## src/rtl/qs3d_pkg.sv

```systemverilog
`default_nettype none

package qs3d_pkg;

  localparam int CODE_BITS_DEF     = 9;
  localparam int FRACTION_BITS_DEF = 14;

  // 1.414214 and 0.707107 in Q32; bias 2^33 folded in so the add stays unsigned
  localparam logic [32:0] SCALE_Q32 = 33'd6074002880;
  localparam logic [33:0] BIAS_ADJ  = 34'd5552933152;

  localparam int OUT_W = 34;

  typedef struct packed {
    logic [1:0] largest_index;
    logic       largest_negative;
    logic       root_clamped;
  } qs3d_ctl_t;

  function automatic logic [15:0] sat16(input logic signed [OUT_W-1:0] x);
    logic [15:0] res;
    if (x > OUT_W'(32767)) begin
      res = 16'h7fff;
    end else if (x < -OUT_W'(32768)) begin
      res = 16'h8000;
    end else begin
      res = x[15:0];
    end
    return res;
  endfunction

endpackage

`default_nettype wire

```

## src/rtl/qs3d_front.sv

```systemverilog
`default_nettype none

module qs3d_front import qs3d_pkg::*; #(
  parameter int CODE_BITS     = CODE_BITS_DEF,
  parameter int FRACTION_BITS = FRACTION_BITS_DEF,
  localparam int CW = FRACTION_BITS + 2,
  localparam int DW = 2 * FRACTION_BITS + 2
) (
  input  wire logic                   clk,
  input  wire logic                   rst_n,
  input  wire logic                   in_valid,
  output logic                        in_ready,
  input  wire logic [1:0]             in_index,
  input  wire logic                   in_neg,
  input  wire logic [3*CODE_BITS-1:0] in_codes,
  output logic                        out_valid,
  input  wire logic                   out_ready,
  output logic [3*CW-1:0]             out_comps,
  output qs3d_ctl_t                   out_ctl,
  output logic [DW-1:0]               out_d
);

  localparam int PW   = CODE_BITS + 33;
  localparam int SH   = 32 - FRACTION_BITS;
  localparam int UW   = 36;
  localparam int MW   = FRACTION_BITS + 1;
  localparam int QW   = 2 * MW;
  localparam int SUMW = QW + 2;

  logic v1_r, v2_r, v3_r, v4_r;
  logic rdy1, rdy2, rdy3, rdy4;

  qs3d_ctl_t ctl1_r, ctl2_r, ctl3_r, ctl4_r;

  logic [PW-1:0]        prod_r [3];
  logic signed [CW-1:0] comp2_r [3];
  logic [MW-1:0]        mag2_r [3];
  logic signed [CW-1:0] comp3_r [3];
  logic [QW-1:0]        sq3_r [3];
  logic signed [CW-1:0] comp4_r [3];
  logic [DW-1:0]        d4_r;

  logic signed [CW-1:0] comp_nxt [3];
  logic [MW-1:0]        mag_nxt [3];
  logic [SUMW-1:0]      sum;
  logic [SUMW-1:0]      one;
  logic                 clamp_nxt;
  logic [DW-1:0]        d_nxt;

  assign rdy4     = !v4_r || out_ready;
  assign rdy3     = !v3_r || rdy4;
  assign rdy2     = !v2_r || rdy3;
  assign rdy1     = !v1_r || rdy2;
  assign in_ready = rdy1;

  always_comb begin
    for (int k = 0; k < 3; k++) begin
      logic [UW-1:0]        u;
      logic [UW-1:0]        r;
      logic [UW-1:0]        c;
      logic signed [CW-1:0] cs;
      logic signed [CW-1:0] cn;
      u  = UW'(prod_r[k] >> CODE_BITS) + UW'(BIAS_ADJ) + (UW'(1) << (SH - 1));
      r  = u >> SH;
      c  = r - (UW'(1) << (33 - SH));
      cs = signed'(c[CW-1:0]);
      cn = -cs;
      comp_nxt[k] = cs;
      mag_nxt[k]  = cs[CW-1] ? cn[MW-1:0] : cs[MW-1:0];
    end
  end

  assign sum       = SUMW'(sq3_r[0]) + SUMW'(sq3_r[1]) + SUMW'(sq3_r[2]);
  assign one       = SUMW'(1) << (2 * FRACTION_BITS);
  assign clamp_nxt = sum > one;
  assign d_nxt     = clamp_nxt ? '0 : DW'(one - sum);

  always_ff @(posedge clk) begin
    if (!rst_n) begin
      v1_r <= 1'b0;
      v2_r <= 1'b0;
      v3_r <= 1'b0;
      v4_r <= 1'b0;
    end else begin
      if (rdy1) v1_r <= in_valid;
      if (rdy2) v2_r <= v1_r;
      if (rdy3) v3_r <= v2_r;
      if (rdy4) v4_r <= v3_r;
    end
  end

  always_ff @(posedge clk) begin
    if (rdy1 && in_valid) begin
      for (int k = 0; k < 3; k++) begin
        prod_r[k] <= PW'(in_codes[k*CODE_BITS +: CODE_BITS]) * PW'(SCALE_Q32);
      end
      ctl1_r.largest_index    <= in_index;
      ctl1_r.largest_negative <= in_neg;
      ctl1_r.root_clamped     <= 1'b0;
    end
    if (rdy2 && v1_r) begin
      comp2_r <= comp_nxt;
      mag2_r  <= mag_nxt;
      ctl2_r  <= ctl1_r;
    end
    if (rdy3 && v2_r) begin
      for (int k = 0; k < 3; k++) begin
        sq3_r[k] <= QW'(mag2_r[k]) * QW'(mag2_r[k]);
      end
      comp3_r <= comp2_r;
      ctl3_r  <= ctl2_r;
    end
    if (rdy4 && v3_r) begin
      comp4_r <= comp3_r;
      d4_r    <= d_nxt;
      ctl4_r  <= '{largest_index:    ctl3_r.largest_index,
                   largest_negative: ctl3_r.largest_negative,
                   root_clamped:     clamp_nxt};
    end
  end

  assign out_valid = v4_r;
  assign out_comps = {comp4_r[2], comp4_r[1], comp4_r[0]};
  assign out_ctl   = ctl4_r;
  assign out_d     = d4_r;

endmodule

`default_nettype wire

```

## src/rtl/qs3d_root_cell.sv

```systemverilog
`default_nettype none

module qs3d_root_cell import qs3d_pkg::*; #(
  parameter int FRACTION_BITS = FRACTION_BITS_DEF,
  parameter int SIDE_W        = 1,
  localparam int RW = FRACTION_BITS + 4,
  localparam int QW = FRACTION_BITS + 1,
  localparam int DW = 2 * FRACTION_BITS + 2
) (
  input  wire logic              clk,
  input  wire logic              rst_n,
  input  wire logic              in_valid,
  output logic                   in_ready,
  input  wire logic [RW-1:0]     in_rem,
  input  wire logic [QW-1:0]     in_q,
  input  wire logic [DW-1:0]     in_rad,
  input  wire logic [SIDE_W-1:0] in_side,
  output logic                   out_valid,
  input  wire logic              out_ready,
  output logic [RW-1:0]          out_rem,
  output logic [QW-1:0]          out_q,
  output logic [DW-1:0]          out_rad,
  output logic [SIDE_W-1:0]      out_side
);

  logic              valid_r;
  logic [RW-1:0]     rem_r;
  logic [QW-1:0]     q_r;
  logic [DW-1:0]     rad_r;
  logic [SIDE_W-1:0] side_r;

  logic [RW-1:0] rem_sh;
  logic [RW-1:0] trial;
  logic          fits;
  logic [RW-1:0] rem_nxt;
  logic [QW-1:0] q_nxt;

  // one result bit per cell: bring down two radicand bits, try 4q+1
  assign rem_sh   = {in_rem[RW-3:0], in_rad[DW-1:DW-2]};
  assign trial    = RW'({in_q, 2'b01});
  assign fits     = rem_sh >= trial;
  assign rem_nxt  = fits ? rem_sh - trial : rem_sh;
  assign q_nxt    = {in_q[QW-2:0], fits};
  assign in_ready = !valid_r || out_ready;

  always_ff @(posedge clk) begin
    if (!rst_n) begin
      valid_r <= 1'b0;
    end else if (in_ready) begin
      valid_r <= in_valid;
    end
  end

  always_ff @(posedge clk) begin
    if (in_ready && in_valid) begin
      rem_r  <= rem_nxt;
      q_r    <= q_nxt;
      rad_r  <= {in_rad[DW-3:0], 2'b00};
      side_r <= in_side;
    end
  end

  assign out_valid = valid_r;
  assign out_rem   = rem_r;
  assign out_q     = q_r;
  assign out_rad   = rad_r;
  assign out_side  = side_r;

endmodule

`default_nettype wire

```

## src/rtl/quat_smallest_three_decode.sv

```systemverilog
`default_nettype none

// Smallest-three quaternion decoder. in_tdata carries the three stored codes,
// in_tuser the dropped component's index and sign; out_tdata returns w, x, y, z
// as signed 16-bit fixed point (1.0 = 2^FRACTION_BITS) and out_tuser flags a
// root that was clamped to zero. One beat is accepted per cycle unless the
// output stalls. The pipeline has four front stages (code scaling multiply,
// rounding, squaring, sum and compare), one square root cell per result bit
// (FRACTION_BITS + 1 cells), and the output register.

module quat_smallest_three_decode import qs3d_pkg::*; #(
  parameter int CODE_BITS     = CODE_BITS_DEF,
  parameter int FRACTION_BITS = FRACTION_BITS_DEF,
  localparam int IN_TDATA_W = ((3 * CODE_BITS + 7) / 8) * 8
) (
  input  wire logic                  clk,
  input  wire logic                  rst_n,
  input  wire logic                  in_tvalid,
  output logic                       in_tready,
  // code_first, code_second, code_third
  input  wire logic [IN_TDATA_W-1:0] in_tdata,
  // largest_index[1:0], largest_negative
  input  wire logic [2:0]            in_tuser,
  output logic                       out_tvalid,
  input  wire logic                  out_tready,
  // comp_w, comp_x, comp_y, comp_z
  output logic [63:0]                out_tdata,
  // root_clamped
  output logic [0:0]                 out_tuser
);

  localparam int CW     = FRACTION_BITS + 2;
  localparam int DW     = 2 * FRACTION_BITS + 2;
  localparam int RW     = FRACTION_BITS + 4;
  localparam int QW     = FRACTION_BITS + 1;
  localparam int RTW    = FRACTION_BITS + 2;
  localparam int NB     = FRACTION_BITS + 1;
  localparam int CTLW   = $bits(qs3d_ctl_t);
  localparam int SIDE_W = 3 * CW + CTLW;

  logic            f_valid;
  logic [3*CW-1:0] f_comps;
  qs3d_ctl_t       f_ctl;
  logic [DW-1:0]   f_d;

  logic              cv    [NB+1];
  logic              crdy  [NB+1];
  logic [RW-1:0]     crem  [NB+1];
  logic [QW-1:0]     cq    [NB+1];
  logic [DW-1:0]     crad  [NB+1];
  logic [SIDE_W-1:0] cside [NB+1];

  qs3d_front #(
    .CODE_BITS     (CODE_BITS),
    .FRACTION_BITS (FRACTION_BITS)
  ) u_front (
    .clk       (clk),
    .rst_n     (rst_n),
    .in_valid  (in_tvalid),
    .in_ready  (in_tready),
    .in_index  (in_tuser[1:0]),
    .in_neg    (in_tuser[2]),
    .in_codes  (in_tdata[3*CODE_BITS-1:0]),
    .out_valid (f_valid),
    .out_ready (crdy[0]),
    .out_comps (f_comps),
    .out_ctl   (f_ctl),
    .out_d     (f_d)
  );

  assign cv[0]    = f_valid;
  assign crem[0]  = '0;
  assign cq[0]    = '0;
  assign crad[0]  = f_d;
  assign cside[0] = {f_ctl, f_comps};

  for (genvar g = 0; g < NB; g++) begin : g_cell
    qs3d_root_cell #(
      .FRACTION_BITS (FRACTION_BITS),
      .SIDE_W        (SIDE_W)
    ) u_cell (
      .clk       (clk),
      .rst_n     (rst_n),
      .in_valid  (cv[g]),
      .in_ready  (crdy[g]),
      .in_rem    (crem[g]),
      .in_q      (cq[g]),
      .in_rad    (crad[g]),
      .in_side   (cside[g]),
      .out_valid (cv[g+1]),
      .out_ready (crdy[g+1]),
      .out_rem   (crem[g+1]),
      .out_q     (cq[g+1]),
      .out_rad   (crad[g+1]),
      .out_side  (cside[g+1])
    );
  end

  logic                 out_valid_r;
  logic [15:0]          out_comp_r [4];
  logic                 out_clamp_r;
  logic                 last_ready;
  qs3d_ctl_t            last_ctl;
  logic [RTW-1:0]       root_u;
  logic signed [CW-1:0] last_comp [3];
  logic [15:0]          out_comp_nxt [4];

  assign last_ready = !out_valid_r || out_tready;
  assign crdy[NB]   = last_ready;
  assign last_ctl   = qs3d_ctl_t'(cside[NB][SIDE_W-1 -: CTLW]);

  // round to nearest: bump when the remainder exceeds the floor root
  assign root_u = RTW'(cq[NB]) + RTW'(crem[NB] > RW'(cq[NB]));

  always_comb begin
    logic signed [OUT_W-1:0] root_s;
    logic signed [OUT_W-1:0] val;
    int slot;
    for (int k = 0; k < 3; k++) begin
      last_comp[k] = signed'(cside[NB][k*CW +: CW]);
    end
    root_s = signed'(OUT_W'(root_u));
    if (last_ctl.root_clamped) begin
      root_s = '0;
    end else if (last_ctl.largest_negative) begin
      root_s = -root_s;
    end
    for (int i = 0; i < 4; i++) begin
      slot = (i < int'(last_ctl.largest_index)) ? i : i - 1;
      if (i == int'(last_ctl.largest_index)) begin
        val = root_s;
      end else begin
        val = OUT_W'(last_comp[slot[1:0]]);
      end
      out_comp_nxt[i] = sat16(val);
    end
  end

  always_ff @(posedge clk) begin
    if (!rst_n) begin
      out_valid_r <= 1'b0;
    end else if (last_ready) begin
      out_valid_r <= cv[NB];
    end
  end

  always_ff @(posedge clk) begin
    if (last_ready && cv[NB]) begin
      out_comp_r  <= out_comp_nxt;
      out_clamp_r <= last_ctl.root_clamped;
    end
  end

  assign out_tvalid = out_valid_r;
  assign out_tdata  = {out_comp_r[3], out_comp_r[2], out_comp_r[1], out_comp_r[0]};
  assign out_tuser  = out_clamp_r;

  a_rem_bound: assert property (@(posedge clk) disable iff (!rst_n)
    cv[NB] |-> crem[NB] <= RW'({cq[NB], 1'b0}))
    else $error("root remainder above twice the root");

  a_clamp_zero: assert property (@(posedge clk) disable iff (!rst_n)
    cv[NB] && last_ctl.root_clamped |-> cq[NB] == '0)
    else $error("clamped beat reached the end with a nonzero root");

  a_rad_drained: assert property (@(posedge clk) disable iff (!rst_n)
    cv[NB] |-> crad[NB] == '0)
    else $error("radicand bits left after the last cell");

endmodule

`default_nettype wire

```

## config.mk

```make
export PLATFORM = sky130hd
export DESIGN_NAME = quat_smallest_three_decode
export DESIGN_NICKNAME = d
export VERILOG_FILES = /design/src/rtl/qs3d_pkg.sv /design/src/rtl/qs3d_front.sv /design/src/rtl/qs3d_root_cell.sv /design/src/rtl/quat_smallest_three_decode.sv
export SDC_FILE = /design/constraint.sdc
export NUM_CORES = 2
export LEC_CHECK = 0
export BUFFER_PORTS_ARGS = -buffer_cell sky130_fd_sc_hd__buf_2
export CAP_MARGIN = 25
export CORE_MARGIN = 2
export CORE_UTILIZATION = 55
export DETAILED_ROUTE_END_ITERATION = 10
export PLACE_DENSITY_LB_ADDON = 0.08
export SKIP_CTS_REPAIR_TIMING = 1
export SLEW_MARGIN = 5
export SYNTH_ARGS = -nofsm -noshare
export SYNTH_HDL_FRONTEND = slang
export SYNTH_SLANG_ARGS = --single-unit
```

## constraint.sdc

```tcl
create_clock -name clk -period 10.1 [get_ports clk]
set_clock_uncertainty 0.1 [all_clocks]
set_input_delay 1.515 -clock clk [delete_from_list [all_inputs] [get_ports clk]]
set_output_delay 1.515 -clock clk [all_outputs]
set_load 0.005 [all_outputs]
```

==> impl_metrics.py <==
metrics = {
    "clocking": {
        "clk_pin_slew_ps": 60,
        "numCtsBuffers": 183,
        "cts.sinks": 1818,
        "htree_levels": 4,
        "clock_latency_ps": 820,
        "cts-root-buf": "clkbuf_16",
        "cts_tree": "built",
        "cts_buffer_depth": 3,
    },
    "sta": {
        "fmax_mhz": 138,
        "period_share_pct": 71.6,
        "final.setup.tns_ps": 0,
        "whs_ps": 282,
        "relSlewSlack_pct": 30.7,
        "finalWorstSetupSlack_ps": 2870,
        "min_period_ps": 7230,
        "rsz0062_at_grt": "no",
        "tightest_slew_ps": 1040,
        "hold_viol": 0,
        "report.final.slew_viol_count": 0,
        "setup_violations": 0,
    },
    "global_routing": {
        "met1_usage_pct": 25.9,
        "grt_start_max_net_pins": 90,
        "grt_use_met2_pct": 32.8,
        "grt_pass1_wl_mm": 280,
        "overflow": 0,
        "track_usage_pct": 19.3,
        "grt.busiest_layer": "met2",
        "antenna_found_initial": 4,
        "grt_pass1_vias": 53500,
        "grt_util_met3_pct": 3.06,
    },
    "placed_design": {
        "placed_area_sq_um": 102000,
        "io_buffers": 100,
        "gp_congestion": 0.866,
        "place_ws_ps": 2680,
        "dp_hpwl_mm": 129,
    },
    "hold_path": {
        "hold_path_startpoint": "g_cell[6].u_cell.out_side[14]",
        "hp-class": "reg -> reg",
        "worstHoldPathCells": 0,
        "min_to": "g_cell[7].u_cell.out_side[14]",
    },
    "setup_path": {
        "crit_required_ps": 10540,
        "path_delay_family": "adder cells",
        "crit_buf_inv": 4,
        "crit_path_max_fanout": 16,
        "r2r_cells": 22,
        "start_kind": "flip-flop",
        "rrSetupSlack_ps": 2870,
        "r2r-end": "u_front.sq3_r[0][88]",
        "crit_chain": "and2_1, fa_1, inv_1, fa_1, inv_1, fa_1, inv_1, fa_1, fa_1, inv_1, fa_1, ha_1, nand3_1, a2111oi_0, o21ai_0, a41oi_1, o21ai_0, nand2b_1, a21bo_2, a21oi_1, o21ai_0, xor2_1",
        "crit_slowest_cell": "a2111oi_0",
        "slowest_delay_ps": 700,
        "rr_startpoint": "u_front.mag2_r[3]",
        "arrival_ps": 7670,
        "end_kind": "flip-flop",
        "worst-setup-path-type": "reg -> reg",
        "path_common_cell": "fa_1",
    },
    "logic_synthesis": {
        "synth_top_flop_cell": "edfxtp_1",
        "yosys_warnings": 0,
        "synth.avg_cell_area_sq_um": 13.6,
        "ys_ff_latch": 1818,
        "yosysSeqAreaShare_pct": 55.3,
        "netlist_area_sq_um": 98400,
        "synth_edf_count": 1798,
        "synth_cell_types": 107,
        "async_flop_share_pct": 0,
        "syn-instance-count": 7227,
    },
    "floorplan": {
        "ios": 106,
        "die_y_um": 427,
        "die_x_um": 427,
        "die-area_sq_um": 182000,
        "initial_core_util_pct": 55.3,
        "core-area_sq_um": 178000,
        "placementRows": 155,
    },
    "route": {
        "drc": 0,
        "wire_per_inst_um": 17.1,
        "routed_via_density": 5.29,
        "drt-initial-drc-count": 2886,
        "drtPass1Iterations": 5,
        "vias": 52600,
        "ant_nets": 0,
        "wirelength_mm": 170,
    },
    "layout": {
        "area_delta_synth_final_pct": 9.78,
        "layout-drive-gt1-share_pct": 6.97,
        "fin_nets": 8807,
        "num-fill-cells": 13900,
        "final_cell_area_sq_um": 108000,
    },
    "job": {
        "max_cap_viol_count": 0,
    },
    "run_status": {
        "status": "complete, no violations",
    },
}
[cells in the mapped netlist (103+ instances only)]
master    instances  area share (%)
clkbuf_1        103            0.39
nor3_1          129            0.66
o21ai_0         176            0.90
xnor2_1         279             2.5
nor2_1          287             1.1
a21oi_1         257             1.3
inv_1           971             3.7
xor2_1          155             1.4
fa_1            626              13
nand2_1         405             1.5
and2_1          228             1.4
ha_1            707             9.0
edfxtp_1       1798              55
[placed cells by master, fill, tap and decap left out, types with 13 or more instances in the layout]
cell type and n:
clkinv_2 24, a21oi_1 255, nor2_1 287, a31oi_1 25
a21o_1 102, or3_1 21, xnor2_1 279, o21a_1 77
fa_1 626, clkbuf_16 184, and3_1 33, o21ai_0 176
nor3_1 128, clkbuf_1 48, clkinv_1 27, xor2_1 155
mux2i_1 17, nand4_1 51, or4_1 15, and2_1 228
buf_2 100, edfxtp_1 1798, dfxtp_1 20, clkinvlp_4 13
or2_2 19, o21bai_1 41, nor4_1 40, nor2b_1 69
ha_1 707, nand3_1 79, inv_1 971, o31ai_1 43
bufinv_16 17, nand2b_1 47, a211oi_1 39, nand2_1 405
o21ai_1 54, mux2_2 26, buf_4 35, a21boi_0 25
[logic make-up after synthesis]
kind of cell	Yosys count	share of synthesized area, %
xor gates and xnor gates	436	3.90
AOI/OAI and AO/OA	1006	6.72
adders and majority gates	1333	21.7
buffers and inverters	1093	4.20
muxes	48	0.528
other	2	0.00763
DFF	1818	55.3
and+or+nand+nor	1491	7.63
[layout make-up]
type                       instances  area (sq um)  share of cell area (%)
sequential                      1818         54400                    50.4
multi-input combinational       4318         40100                    37.1
clock buffer                     234          4810                    4.46
inverter                         975          3660                    3.39
tap                             2355          2950                    2.73
clock inverter                   103          1260                    1.16
timing repair buffer             139           866                   0.802
antenna                            1          2.50                 0.00232
[per-layer routing]
| metal | up-vias | part of all wire [%] |
|---|---|---|
| li1 | 25800 | - |
| met4 | 2 | 2.5 |
| met2 | 851 | 50 |
| met1 | 25700 | 44 |
| met3 | 245 | 3.7 |
| met5 | - | 0.0071 |
[sequential cells by signal, summed over array words and instances, names as in the netlist, 3 cells and up]
signal / flops
u_front.mag2_r: 45
u_front.comp3_r: 48
g_cell.u_cell.out_q: 120
u_front.out_d: 30
u_front.sq3_r: 84
g_cell.u_cell.out_side: 780
u_front.prod_r: 84
out_tdata: 64
g_cell.u_cell.out_valid: 15
u_front.out_ctl: 4
u_front.ctl1_r: 3
g_cell.u_cell.out_rad: 210
u_front.out_comps: 48
u_front.comp2_r: 45
g_cell.u_cell.out_rem: 226
u_front.ctl3_r: 3
u_front.ctl2_r: 3
[metrics by stage]
stage          std cells  util, %
2_1_floorplan       7229        -
3_3_place_gp        9600     57.2
3_5_place_dp        9602     57.2
4_1_cts             9939     60.6
5_1_grt             9943     60.7
6_report            9943     60.7
[worst max path at each step]
stage	depth (start not counted)	from	slack, ps	endpoint
5_1_grt	22	u_front.mag2_r[7]	2500	u_front.sq3_r[0][88]
3_5_place_dp	18	in_tdata[25]	2680	u_front.prod_r[0][107]
3_3_place_gp	18	in_tdata[25]	2740	u_front.prod_r[0][107]
6_report	22	u_front.mag2_r[3]	2870	u_front.sq3_r[0][88]
2_1_floorplan	6	out_tready	20	g_cell[2].u_cell.out_q[0]
4_1_cts	22	u_front.mag2_r[7]	2810	u_front.sq3_r[0][88]
Power is not shown: default switching activity piles up to over one toggle a cycle in this logic, so the estimate is an artifact.
